## src/design/fdx_pkg.sv

```systemverilog
// Shared types and constants for the frame deframer with XOR checksum.
`timescale 1ns / 1ps

package fdx_pkg;

  localparam logic [7:0] START_BYTE_RESET = 8'hFE;

  typedef struct packed {
    logic        payload_valid;
    logic [7:0]  payload_byte;
    logic [15:0] payload_index;
    logic        frame_done;
    logic        frame_ok;
    logic [15:0] function_code;
    logic [15:0] payload_length;
  } fdx_result_t;

endpackage

```

## src/design/fdx_fsm.sv

```systemverilog
// Frame phase sequencer, checksum accumulator and result register.
`timescale 1ns / 1ps

module fdx_fsm (
  input  logic                clk_i,
  input  logic                rst_ni,
  input  logic                item_valid_i,
  input  logic [7:0]          item_byte_i,
  input  logic [7:0]          start_byte_i,
  input  logic                out_stall_i,
  output logic                item_take_o,
  output logic                out_valid_o,
  output fdx_pkg::fdx_result_t result_o
);

  typedef enum logic [2:0] {
    PH_WAIT = 3'd0,
    PH_FMSB = 3'd1,
    PH_FLSB = 3'd2,
    PH_LMSB = 3'd3,
    PH_LLSB = 3'd4,
    PH_PAY  = 3'd5,
    PH_CHK  = 3'd6
  } phase_e;

  phase_e               phase_q, phase_d;
  logic [15:0]          function_q, function_d;
  logic [15:0]          length_q, length_d;
  logic [15:0]          index_q, index_d;
  logic [7:0]           xor_q, xor_d;
  logic                 out_valid_q;
  fdx_pkg::fdx_result_t result_q, result_d;
  logic                 out_free;
  logic [15:0]          index_inc;

  assign out_free    = !out_valid_q || !out_stall_i;
  assign item_take_o = item_valid_i && out_free;
  assign index_inc   = index_q + 16'd1;

  always_comb begin
    phase_d    = phase_q;
    function_d = function_q;
    length_d   = length_q;
    index_d    = index_q;
    xor_d      = xor_q;
    result_d   = '0;
    unique case (phase_q)
      PH_WAIT: begin
        if (item_byte_i == start_byte_i) begin
          function_d = '0;
          length_d   = '0;
          index_d    = '0;
          xor_d      = item_byte_i;
          phase_d    = PH_FMSB;
        end
      end
      PH_FMSB: begin
        function_d = {item_byte_i, 8'h00};
        xor_d      = xor_q ^ item_byte_i;
        phase_d    = PH_FLSB;
      end
      PH_FLSB: begin
        function_d = {function_q[15:8], item_byte_i};
        xor_d      = xor_q ^ item_byte_i;
        phase_d    = PH_LMSB;
      end
      PH_LMSB: begin
        length_d = {item_byte_i, 8'h00};
        xor_d    = xor_q ^ item_byte_i;
        phase_d  = PH_LLSB;
      end
      PH_LLSB: begin
        length_d = {length_q[15:8], item_byte_i};
        xor_d    = xor_q ^ item_byte_i;
        phase_d  = ({length_q[15:8], item_byte_i} != 16'd0) ? PH_PAY : PH_CHK;
      end
      PH_PAY: begin
        result_d.payload_valid = 1'b1;
        result_d.payload_byte  = item_byte_i;
        result_d.payload_index = index_q;
        xor_d   = xor_q ^ item_byte_i;
        index_d = index_inc;
        if (index_inc >= length_q) begin
          phase_d = PH_CHK;
        end
      end
      PH_CHK: begin
        result_d.frame_done = 1'b1;
        result_d.frame_ok   = (item_byte_i == xor_q);
        phase_d             = PH_WAIT;
      end
      default: begin
        phase_d = PH_WAIT;
      end
    endcase
    result_d.function_code  = function_d;
    result_d.payload_length = length_d;
  end

  always_ff @(posedge clk_i or negedge rst_ni) begin
    if (!rst_ni) begin
      phase_q     <= PH_WAIT;
      function_q  <= '0;
      length_q    <= '0;
      index_q     <= '0;
      xor_q       <= '0;
      out_valid_q <= 1'b0;
    end else begin
      if (item_take_o) begin
        phase_q    <= phase_d;
        function_q <= function_d;
        length_q   <= length_d;
        index_q    <= index_d;
        xor_q      <= xor_d;
      end
      if (out_free) begin
        out_valid_q <= item_valid_i;
      end
    end
  end

  always_ff @(posedge clk_i) begin
    if (item_take_o) begin
      result_q <= result_d;
    end
  end

  assign out_valid_o = out_valid_q;
  assign result_o    = result_q;

  // A result never carries both a payload byte and the end of a frame.
  assert property (@(posedge clk_i) disable iff (!rst_ni)
    out_valid_q |-> !(result_q.payload_valid && result_q.frame_done))
    else $error("payload and frame end in one result");

  // A good checksum can only be reported on the checksum byte.
  assert property (@(posedge clk_i) disable iff (!rst_ni)
    (out_valid_q && result_q.frame_ok) |-> result_q.frame_done)
    else $error("frame_ok without frame_done");

  // Every payload byte lies inside the declared length.
  assert property (@(posedge clk_i) disable iff (!rst_ni)
    (out_valid_q && result_q.payload_valid)
      |-> (result_q.payload_index < result_q.payload_length))
    else $error("payload index beyond declared length");

  // The checksum phase always hands back to waiting for a start byte.
  assert property (@(posedge clk_i) disable iff (!rst_ni)
    (item_take_o && phase_q == PH_CHK) |=> (phase_q == PH_WAIT))
    else $error("checksum phase did not return to wait");

endmodule

```

## src/design/frame_deframer_xor_checksum.sv

```systemverilog
// Top level of the byte-serial frame deframer with XOR checksum.
`timescale 1ns / 1ps

// Accepts one received byte per clock while out_stall_i is low and returns one result per byte.
// Each byte passes through an input register, then the phase logic into a result register.
// Sustained rate is one byte per cycle while the output is not stalled. in_stall_o follows
// out_stall_i combinationally when both registers hold data. The start byte register may be
// written only while no byte is in flight.
module frame_deframer_xor_checksum (
  input  logic        clk_i,
  input  logic        rst_ni,
  input  logic        cfg_we_i,
  input  logic [7:0]  cfg_wdata_i,
  input  logic        in_valid_i,
  output logic        in_stall_o,
  input  logic [7:0]  rx_byte_i,
  output logic        out_valid_o,
  input  logic        out_stall_i,
  output logic        payload_valid_o,
  output logic [7:0]  payload_byte_o,
  output logic [15:0] payload_index_o,
  output logic        frame_done_o,
  output logic        frame_ok_o,
  output logic [15:0] function_code_o,
  output logic [15:0] payload_length_o
);

  logic [7:0]           start_q;
  logic                 in_valid_q;
  logic [7:0]           in_byte_q;
  logic                 take;
  logic                 in_free;
  fdx_pkg::fdx_result_t result;

  assign in_free      = !in_valid_q || take;
  assign in_stall_o   = !in_free;

  always_ff @(posedge clk_i or negedge rst_ni) begin
    if (!rst_ni) begin
      start_q    <= fdx_pkg::START_BYTE_RESET;
      in_valid_q <= 1'b0;
    end else begin
      if (cfg_we_i) begin
        start_q <= cfg_wdata_i;
      end
      if (in_free) begin
        in_valid_q <= in_valid_i;
      end
    end
  end

  always_ff @(posedge clk_i) begin
    if (in_free && in_valid_i) begin
      in_byte_q <= rx_byte_i;
    end
  end

  fdx_fsm u_fsm (
    .clk_i        (clk_i),
    .rst_ni       (rst_ni),
    .item_valid_i (in_valid_q),
    .item_byte_i  (in_byte_q),
    .start_byte_i (start_q),
    .out_stall_i  (out_stall_i),
    .item_take_o  (take),
    .out_valid_o  (out_valid_o),
    .result_o     (result)
  );

  assign payload_valid_o  = result.payload_valid;
  assign payload_byte_o   = result.payload_byte;
  assign payload_index_o  = result.payload_index;
  assign frame_done_o     = result.frame_done;
  assign frame_ok_o       = result.frame_ok;
  assign function_code_o  = result.function_code;
  assign payload_length_o = result.payload_length;

endmodule

```

## config.mk

```make
export PLATFORM = sky130hd
export DESIGN_NAME = frame_deframer_xor_checksum
export DESIGN_NICKNAME = d
export VERILOG_FILES = /design/src/design/fdx_pkg.sv /design/src/design/fdx_fsm.sv /design/src/design/frame_deframer_xor_checksum.sv
export SDC_FILE = /design/constraint.sdc
export NUM_CORES = 1
export LEC_CHECK = 0
export ABC_CLOCK_PERIOD_IN_PS = 5900
export BUFFER_PORTS_ARGS = -buffer_cell sky130_fd_sc_hd__buf_4
export CORE_ASPECT_RATIO = 1.2
export CORE_MARGIN = 2
export CORE_UTILIZATION = 35
export CTS_CLUSTER_DIAMETER = 100
export DETAILED_ROUTE_END_ITERATION = 12
export GPL_TIMING_DRIVEN = 0
export SKIP_LAST_GASP = 1
export SLEW_MARGIN = 20
export SYNTH_ARGS = -nofsm -noshare
export SYNTH_HDL_FRONTEND = slang
export SYNTH_SLANG_ARGS = --single-unit
```

## constraint.sdc

```tcl
create_clock -name clk_i -period 5.9 [get_ports clk_i]
set_clock_uncertainty 0.05 [all_clocks]
set_input_delay 1.18 -clock clk_i [delete_from_list [all_inputs] [get_ports clk_i]]
set_output_delay 1.18 -clock clk_i [all_outputs]
set_load 0.02 [all_outputs]
```

==> results of run 1 <==
## layer usage
metal	global-route usage	wire, um	vias up
met4	0.0813	467	0
met1	0.194	6140	2199
met5	0	0	-
li1	-	-	2083
met3	0.0424	772	30
met2	0.262	7310	153
## worst paths after layout
path / startpoint / endpoint / depth (start not counted)
setup / recovery: u_fsm.index_q[7]$_DFFE_PN0P_ / u_fsm.phase_q[0]$_DFFE_PN0P_ / 13
max in group asynchronous: rst_ni / u_fsm.length_q[0]$_DFFE_PN0P_ / 1
min in group asynchronous: rst_ni / start_q[0]$_DFFE_PN0P_ / 1
setup reg to reg: u_fsm.index_q[7]$_DFFE_PN0P_ / u_fsm.phase_q[0]$_DFFE_PN0P_ / 13
hold reg to reg: u_fsm.function_q[13]$_DFFE_PN0P_ / u_fsm.function_q[13]$_DFFE_PN0P_ / 1
hold / removal: u_fsm.function_q[13]$_DFFE_PN0P_ / u_fsm.function_q[13]$_DFFE_PN0P_ / 1
## power groups by stage
stage / sequential [uW] / combinational (uW) / clock [uW]
finish: 1450 / 1080 / 1050
global route: 1480 / 1170 / 1120
CTS: 1450 / 1090 / 1080
detailed placement: 1470 / 1080 / 0
global placement: 1460 / 1030 / 0
floorplan: 1520 / 655 / 0
## stage by stage
| stage | cells | hold WS (ns) |
|---|---|---|
| 2_1_floorplan | 505 | 0.417 |
| 3_3_place_gp | 805 | 0.435 |
| 3_5_place_dp | 806 | 0.439 |
| 4_1_cts | 838 | 0.455 |
| 5_1_grt | 838 | 0.475 |
| 6_report | 838 | 0.453 |
## cell type report
cell class | instances | area, um2
Clock inverter | 15 | 163
Buffer | 32 | 149
Clock buffer | 17 | 425
Multi-Input combinational cell | 314 | 2310
Inverter | 23 | 86.3
Tap cell | 220 | 275
Timing Repair Buffer | 81 | 628
Sequential cell | 136 | 3750
Fill cell | 1575 | 9790
## Yosys cell counts (all sizes together), types with 2 or more instances
cell	number	area (um2)
dfstp	7	184
dfrtp	62	1550
o22ai	7	43.8
nand2	27	101
or3	2	12.5
or2	2	12.5
o21a	2	15.0
nand2b	5	46.3
nand3	8	40.0
xnor2	14	123
o21ai	12	60.1
buf	14	77.6
ha	17	213
nor3b	2	25.0
nor2	23	86.3
a21oi	12	60.1
clkbuf	18	67.6
nor4	7	56.3
a21o	3	22.5
and2	30	188
o31ai	2	15.0
xor2	16	140
o2111ai	2	17.5
mux2	8	90.1
nand4	8	50.1
a31oi	3	18.8
a22o	70	613
inv	23	86.3
edfxtp	67	2010
nor3	4	25.0
a21bo	7	70.1
and3	8	50.1
## cells by family after synthesis
kind of cell | Yosys count
fa+ha+maj | 17
buf+inv | 55
compound gates | 130
mux | 8
flops | 136
xor+xnor | 30
simple gates | 129
## worst max-delay path, stage by stage (launching register included)
cell and delay, ns:
dfrtp_1 0.31, buf_2 0.17, nand4_1 0.16, nor4_1 0.58, and3_1 0.32, and3_1 0.23
xor2_1 0.10, ha_1 0.32, inv_1 0.05, o2111ai_1 0.24, nor2_1 0.09, a31oi_1 0.33
a21oi_1 0.12, a41o_1 0.21
## sequential cells by signal (all words and copies together) (netlist names)
signal             flops
u_fsm.phase_q          3
in_valid_q             1
u_fsm.result_o        59
u_fsm.out_valid_o      1
u_fsm.function_q      16
u_fsm.length_q        16
in_byte_q              8
u_fsm.index_q         16
start_q                8
u_fsm.xor_q            8
==> impl_summary.md, run 1 <==
Status
The run finished with clean final reports.

Global routing
The first global-routing pass estimated 23400 um of wire. Entering global routing, the biggest net connects 70 pins. The combined global-route utilization of all metal layers is 0.159. The number of global-route vias before repair is 4531. The total overflow left after global routing is 0. The initial antenna violation count is 0.

Cells and area
The top cell types in the final layout, fill and taps aside, are 80 x buf_4, 70 x a22o_1, 67 x edfxtp_1. The share of layout cells above drive strength 1 is 0.248. The library cell used most frequently in the layout, excluding fill and tap cells, is buf_4. The area growth from synthesis to layout is 23.8%.

The count of nets after finishing is 643. 0 antenna diodes ended up in the layout. The core occupancy in the finished layout is 0.443. The total non-filler cell area in the finished layout is 7780 um2.

Timing
The number of hold violations in the final report is 0. In the finished design, the share of the clock period the worst path needs comes to 0.576. Setup total negative slack on the finished layout was measured at 0 ns.

The pin slew with the least headroom to its limit is 0.918 ns. Setup repair after global routing left no endpoint under its margin. Subtracting the final worst setup slack from the clock period gives 3.40 ns. The number of failing setup endpoints in the final timing report is 0. The worst slew margin relative to its limit is 0.388.

The achievable frequency is 294 MHz. The count of pins over their slew limit was 0. The worst path setup slack after routing is 2.50 ns.

Floorplanning
The die is 151 um tall. The initialized floorplan defines 53 standard-cell rows. The core region is 17600 um2.

The top-level port count is 82. The effective utilization at floorplan is 0.358. The die is 126 um wide. The die outline area is 19000 um2.

Power
The analysis attributes to net switching a power of 1180 uW. The reported leakage power is 0.00337 uW. The clock network fraction of design power is 0.294. For this design the ratio of total power to cell area is 461 nW/um2.

Of the total power, combinational logic draws 0.301. Of the total power, registers draw 0.405. VDD sags by at most 0.224 mV. Of the total power, the share spent switching nets is 0.328. The internal cell power is 2410 uW. The design draws 3590 uW.

Logic synthesis
The fraction of synthesized cell area in xor and xnor cells is 0.0418. The count of unique library cells instantiated by Yosys is 51. After synthesis the netlist holds a flip-flop and latch count of 136. The share of the synthesized area in compound gates (AO/OA/AOI/OAI) is 0.163.

The count of mapped cells out of synthesis is 505. The dominant combinational cell family by area after synthesis is compound AO/OA/AOI/OAI gates. Of all flip-flops after synthesis, the portion carrying an async set or reset was 0.507. Of the total synthesized cell area, the portion taken by full adders, half adders and majority gates is 0.0338. The mapped netlist covers 6280 um2.

The leading register cell type out of synthesis is edfxtp_1. The number of flops mapped to enable cells by yosys is 67. The synthesized netlist net count is 543. Of the post-synthesis cell area, the part taken by muxes is 0.0143.

The post-synthesis sequential area ratio is 0.596. The mean instance size in the synthesized netlist is 12.4 um2. The Yosys step of the flow raised 0 warnings.

Of the total synthesized cell area, the portion taken by AND, OR, NAND and NOR gates is 0.114.

Placement
Detailed placement finished with a half-perimeter wire length of 10100 um. The placement-stage cell area is 7190 um2. The count of port buffers added during placement is 80. The worst setup slack after placement is 2.21 ns. The final weighted congestion in routability-driven placement is 0.840.

CTS
The clock reaches the later pin of the worst-skew pair after 0.42 ns. The buffer type at the clock tree root is clkbuf_16. After clock tree synthesis, the repair step resized 0 gates. TritonCTS built the clock tree. The H-tree generated during clock tree synthesis spans 4 levels. The CTS buffer count is 17. Clock-pin slew was measured on the worst setup and hold paths at 0.06 ns. CTS saw 136 sinks. The longest clock path from root to sink contains 2 buffers.

The post-CTS repair timing setup buffer count is 0. The number of hold buffers added after CTS is 0.

Setup path
The arrival time reported for the critical path endpoint is 3.65 ns. The critical-path maximum fanout is 8. The classification of the worst setup path is flip-flop to flip-flop.

The register-to-register setup slack is 2.50 ns. The worst setup path is launched from a flip-flop. STA classifies the critical path endpoint as a flip-flop. STA puts the critical path data required time at 6.15 ns.

Detailed routing
In the routed layout, each cell is associated on average with a via count of 5.33. The number of nets with antenna violations after detailed routing is 0. The final route contains 4465 vias.

The average wire per standard cell is 17.5 um. The post-detailed-route DRC marker count is 0. The wire length after detailed routing is 14700 um.

The first routing iteration left 252 violations. The first-pass iteration count of the detailed router is 4.

Run
Max-cap violations in this run came to 0.

Hold path
The min-delay analysis places its worst path in the category flip-flop to flip-flop.
Power figures use the tool's default switching activity.
==> run 2, diff against run 1 <==
--- a/config.mk
+++ b/config.mk
@@ -5,7 +5,7 @@
 export SDC_FILE = /design/constraint.sdc
 export NUM_CORES = 1
 export LEC_CHECK = 0
-export ABC_CLOCK_PERIOD_IN_PS = 5900
+export ABC_CLOCK_PERIOD_IN_PS = 3200
 export BUFFER_PORTS_ARGS = -buffer_cell sky130_fd_sc_hd__buf_4
 export CORE_ASPECT_RATIO = 1.2
 export CORE_MARGIN = 2
==> constraint.sdc (replaced) <==
create_clock -name clk_i -period 3.2 [get_ports clk_i]
set_clock_uncertainty 0.05 [all_clocks]
set_input_delay 0.64 -clock clk_i [delete_from_list [all_inputs] [get_ports clk_i]]
set_output_delay 0.64 -clock clk_i [all_outputs]
set_load 0.02 [all_outputs]
==> impl_summary.md, run 2 (synthesis results as in run 1) <==
Power
The relative contribution of combinational cells to total power is 0.301 (about the same). The overall power after layout is 6540 uW (+82%). The clock network fraction of design power is 0.289 (-0.005). The power per cell area is 836 nW/um2 (+81%).

The internal cell power is 4440 uW (+84%). The switching share of power came to 0.322 (-0.00658). The worst ir drop on vdd was 0.278 mV (+24%). The net switching power of the design came to 2100 uW (+79%).

The reported leakage power was 0.00341 uW (+1.2%). The part of the power in registers is 0.410 (+0.005).

Hold path
The kind of path behind the tightest hold check is input port to async pin.

CTS
The number of levels in the clock H-tree is 4 (unchanged). The tree is rooted in a clkbuf_16. The number of sinks on the clock net came to 136 (unchanged). The CTS buffer count was 17 (unchanged). The clock latency of the later-clocked register in the worst-skew pair is 0.42 ns (about the same). The worst-case clock buffer depth is 2 (unchanged). TritonCTS built the clock tree. The clock-pin slew reported for the worst setup and hold paths after clock tree synthesis is 0.06 ns (about the same). The number of hold buffers added after CTS was 0 (unchanged).

Detailed routing
The number of nets with antenna violations after detailed routing was 0 (unchanged). The number of vias per cell after detailed routing is 5.33 (about the same). The first-pass iteration count of the detailed router is 5 (+1).

The post-detailed-route DRC marker count is 0 (unchanged). The DRC violation total after the first TritonRoute iteration is 242 (-4.0%). The count of vias placed by the detailed router is 4474 (+0.20%). The average wire per standard cell is 17.4 um (-0.72%). The wire length after detailed routing is 14600 um (-0.48%).

Placement
The placed wire-length estimate after detailed placement is 10200 um (+1.3%). The worst setup slack after placement is -0.174 ns (-2.39 ns). The count of port buffers added during placement was 80 (unchanged).

The final weighted congestion in routability-driven placement is 0.830 (-1.2%).

Floorplanning
The die outline width came to 126 um (unchanged). The effective utilization at floorplan was 0.358 (unchanged). The die outline area is 19000 um2 (unchanged). The number of rows created at floorplan came to 53 (unchanged). The overall die height is 151 um (unchanged). The top-level port count was 82 (unchanged).

The area of the core is 17600 um2 (unchanged).

Status
The flow ran to the end, and the final reports show no timing, DRC or antenna violations.

Timing
The shortest period the worst path allows was 3.03 ns (-0.369 ns). The number of hold violations in the final report is 0 (unchanged). The worst slew margin relative to its limit is 0.398 (+0.00980). The post-route fraction of the period consumed by the critical path is 0.946 (+0.370). The pin slew with the least headroom to its limit is 0.904 ns (-0.0147 ns). The count of pins over their slew limit is 0 (unchanged). The worst path setup slack after routing is 0.172 ns (-2.33 ns). The achievable frequency is 330 MHz (+12%).

The number of failing setup endpoints in the final timing report is 0 (unchanged).

Setup path
The arrival time reported for the critical path endpoint is 3.29 ns (-0.36 ns). The critical-path maximum fanout came to 8 (unchanged). The worst register-to-register path ends at u_fsm.phase_q[0]$_DFFE_PN0P_. Tracing the worst setup path back leads to its startpoint at u_fsm.index_q[2]$_DFFE_PN0P_.

The kind of start point of the critical path is a flip-flop. The worst register-to-register path begins at u_fsm.index_q[2]$_DFFE_PN0P_. Following the worst setup path forward leads to its endpoint at u_fsm.phase_q[0]$_DFFE_PN0P_. The kind of capture point of the worst setup path is a flip-flop. By startpoint and endpoint, the worst setup path is classified as flip-flop to flip-flop. The worst endpoint required time is 3.46 ns (-2.69 ns).

The depth of the worst register-to-register path was 13 (unchanged). The register-to-register setup slack is 0.17 ns (-2.33 ns).

Cells and area
The leading cell type in the layout, fill and taps excluded is buf_4. The share of layout cells above drive strength 1 is 0.258 (+0.0105). The count of nets after finishing is 645 (+0.31%). Leaving out fill and tap cells, the most frequent cells in the layout are 82 x buf_4, 70 x a22o_1, 67 x edfxtp_1. The area growth from synthesis to layout is 24.5%. The number of flip-flops under the largest register name came to 59 (unchanged). The number of diodes was 0 (unchanged).

Global routing
The initial antenna violation count is 0 (unchanged). The first-pass GRT wire length is 23300 um (-0.41%). The number of global-route vias before repair is 4430 (-2.2%). The total congestion overflow after global routing is 0 (unchanged). The combined global-route utilization of all metal layers is 0.160 (+0.000614). The maximum number of pins on one net before global-route repair is 70 (unchanged).

Run
The reported max-cap violation count is 0 (unchanged).
==> run 2: final cells by class <==
class / instances / area [um2]
sequential: 136 / 3750
fill: 1590 / 9750
multi-input combinational: 314 / 2350
inverter: 23 / 86.3
tap: 220 / 275
clock buffer: 22 / 485
buffer: 32 / 149
timing repair buffer: 83 / 636
clock inverter: 10 / 93.8
==> run 2: per-layer routing <==
| layer | GRT usage | share of wire | vias to the layer above |
|---|---|---|---|
| met2 | 0.270 | 0.51 | 159 |
| met5 | 0 | 0 | - |
| met3 | 0.0399 | 0.059 | 23 |
| li1 | - | - | 2079 |
| met4 | 0.0615 | 0.019 | 0 |
| met1 | 0.198 | 0.41 | 2213 |
==> run 2: worst max-delay path: stages, from the launching register on <==
cell and delay, ns:
dfrtp_1 0.33, buf_2 0.17, nand4_1 0.24, nor4_4 0.32
and3_4 0.24, and3_1 0.22, xor2_1 0.10, ha_1 0.32
inv_1 0.06, o2111ai_2 0.21, nor2_1 0.09, a31oi_2 0.25
a21oi_1 0.11, a41o_1 0.21
==> run 2: worst min-delay path by stage <==
stage / start / endpoint / slack, ns
6_report: rst_ni / start_q[0]$_DFFE_PN0P_ / 0.28
5_1_grt: rx_byte_i[5] / in_byte_q[5]$_DFFE_PP_ / 0.31
4_1_cts: rx_byte_i[5] / in_byte_q[5]$_DFFE_PP_ / 0.32
3_5_place_dp: u_fsm.function_q[1]$_DFFE_PN0P_ / u_fsm.function_q[1]$_DFFE_PN0P_ / 0.44
3_3_place_gp: u_fsm.function_q[8]$_DFFE_PN0P_ / u_fsm.function_q[8]$_DFFE_PN0P_ / 0.44
2_1_floorplan: rst_ni / in_valid_q$_DFFE_PN0N_ / 0.29
==> run 2: power groups by stage <==
stage	sequential, uW	combinational, uW	clock [uW]
after CTS	2680	1980	1930
after floorplan	2800	1210	0
after global routing	2730	2160	2010
final	2680	1970	1890
after global placement	2690	1910	0
after detailed placement	2710	1970	0
==> run 2: metrics by stage <==
stage | instances | cell area (um2) | util | TNS (ns) | hold slack (ns)
floorplan | 505 | 6290 | - | 0 | 0.294
global placement | 805 | 7160 | 0.408 | -14.25 | 0.435
detailed placement | 806 | 7180 | 0.409 | -0.253 | 0.442
CTS | 838 | 7780 | 0.443 | 0 | 0.321
global route | 840 | 7820 | 0.445 | -0.0175 | 0.314
finish | 840 | 7820 | 0.445 | 0 | 0.281
==> run 2: repair_timing <==
item / CTS / global route
setup buffers: 0 / 2
endpoints found under the setup margin: 2 / 2
resized for setup: 3 / 5
pin swaps: 0 / 3
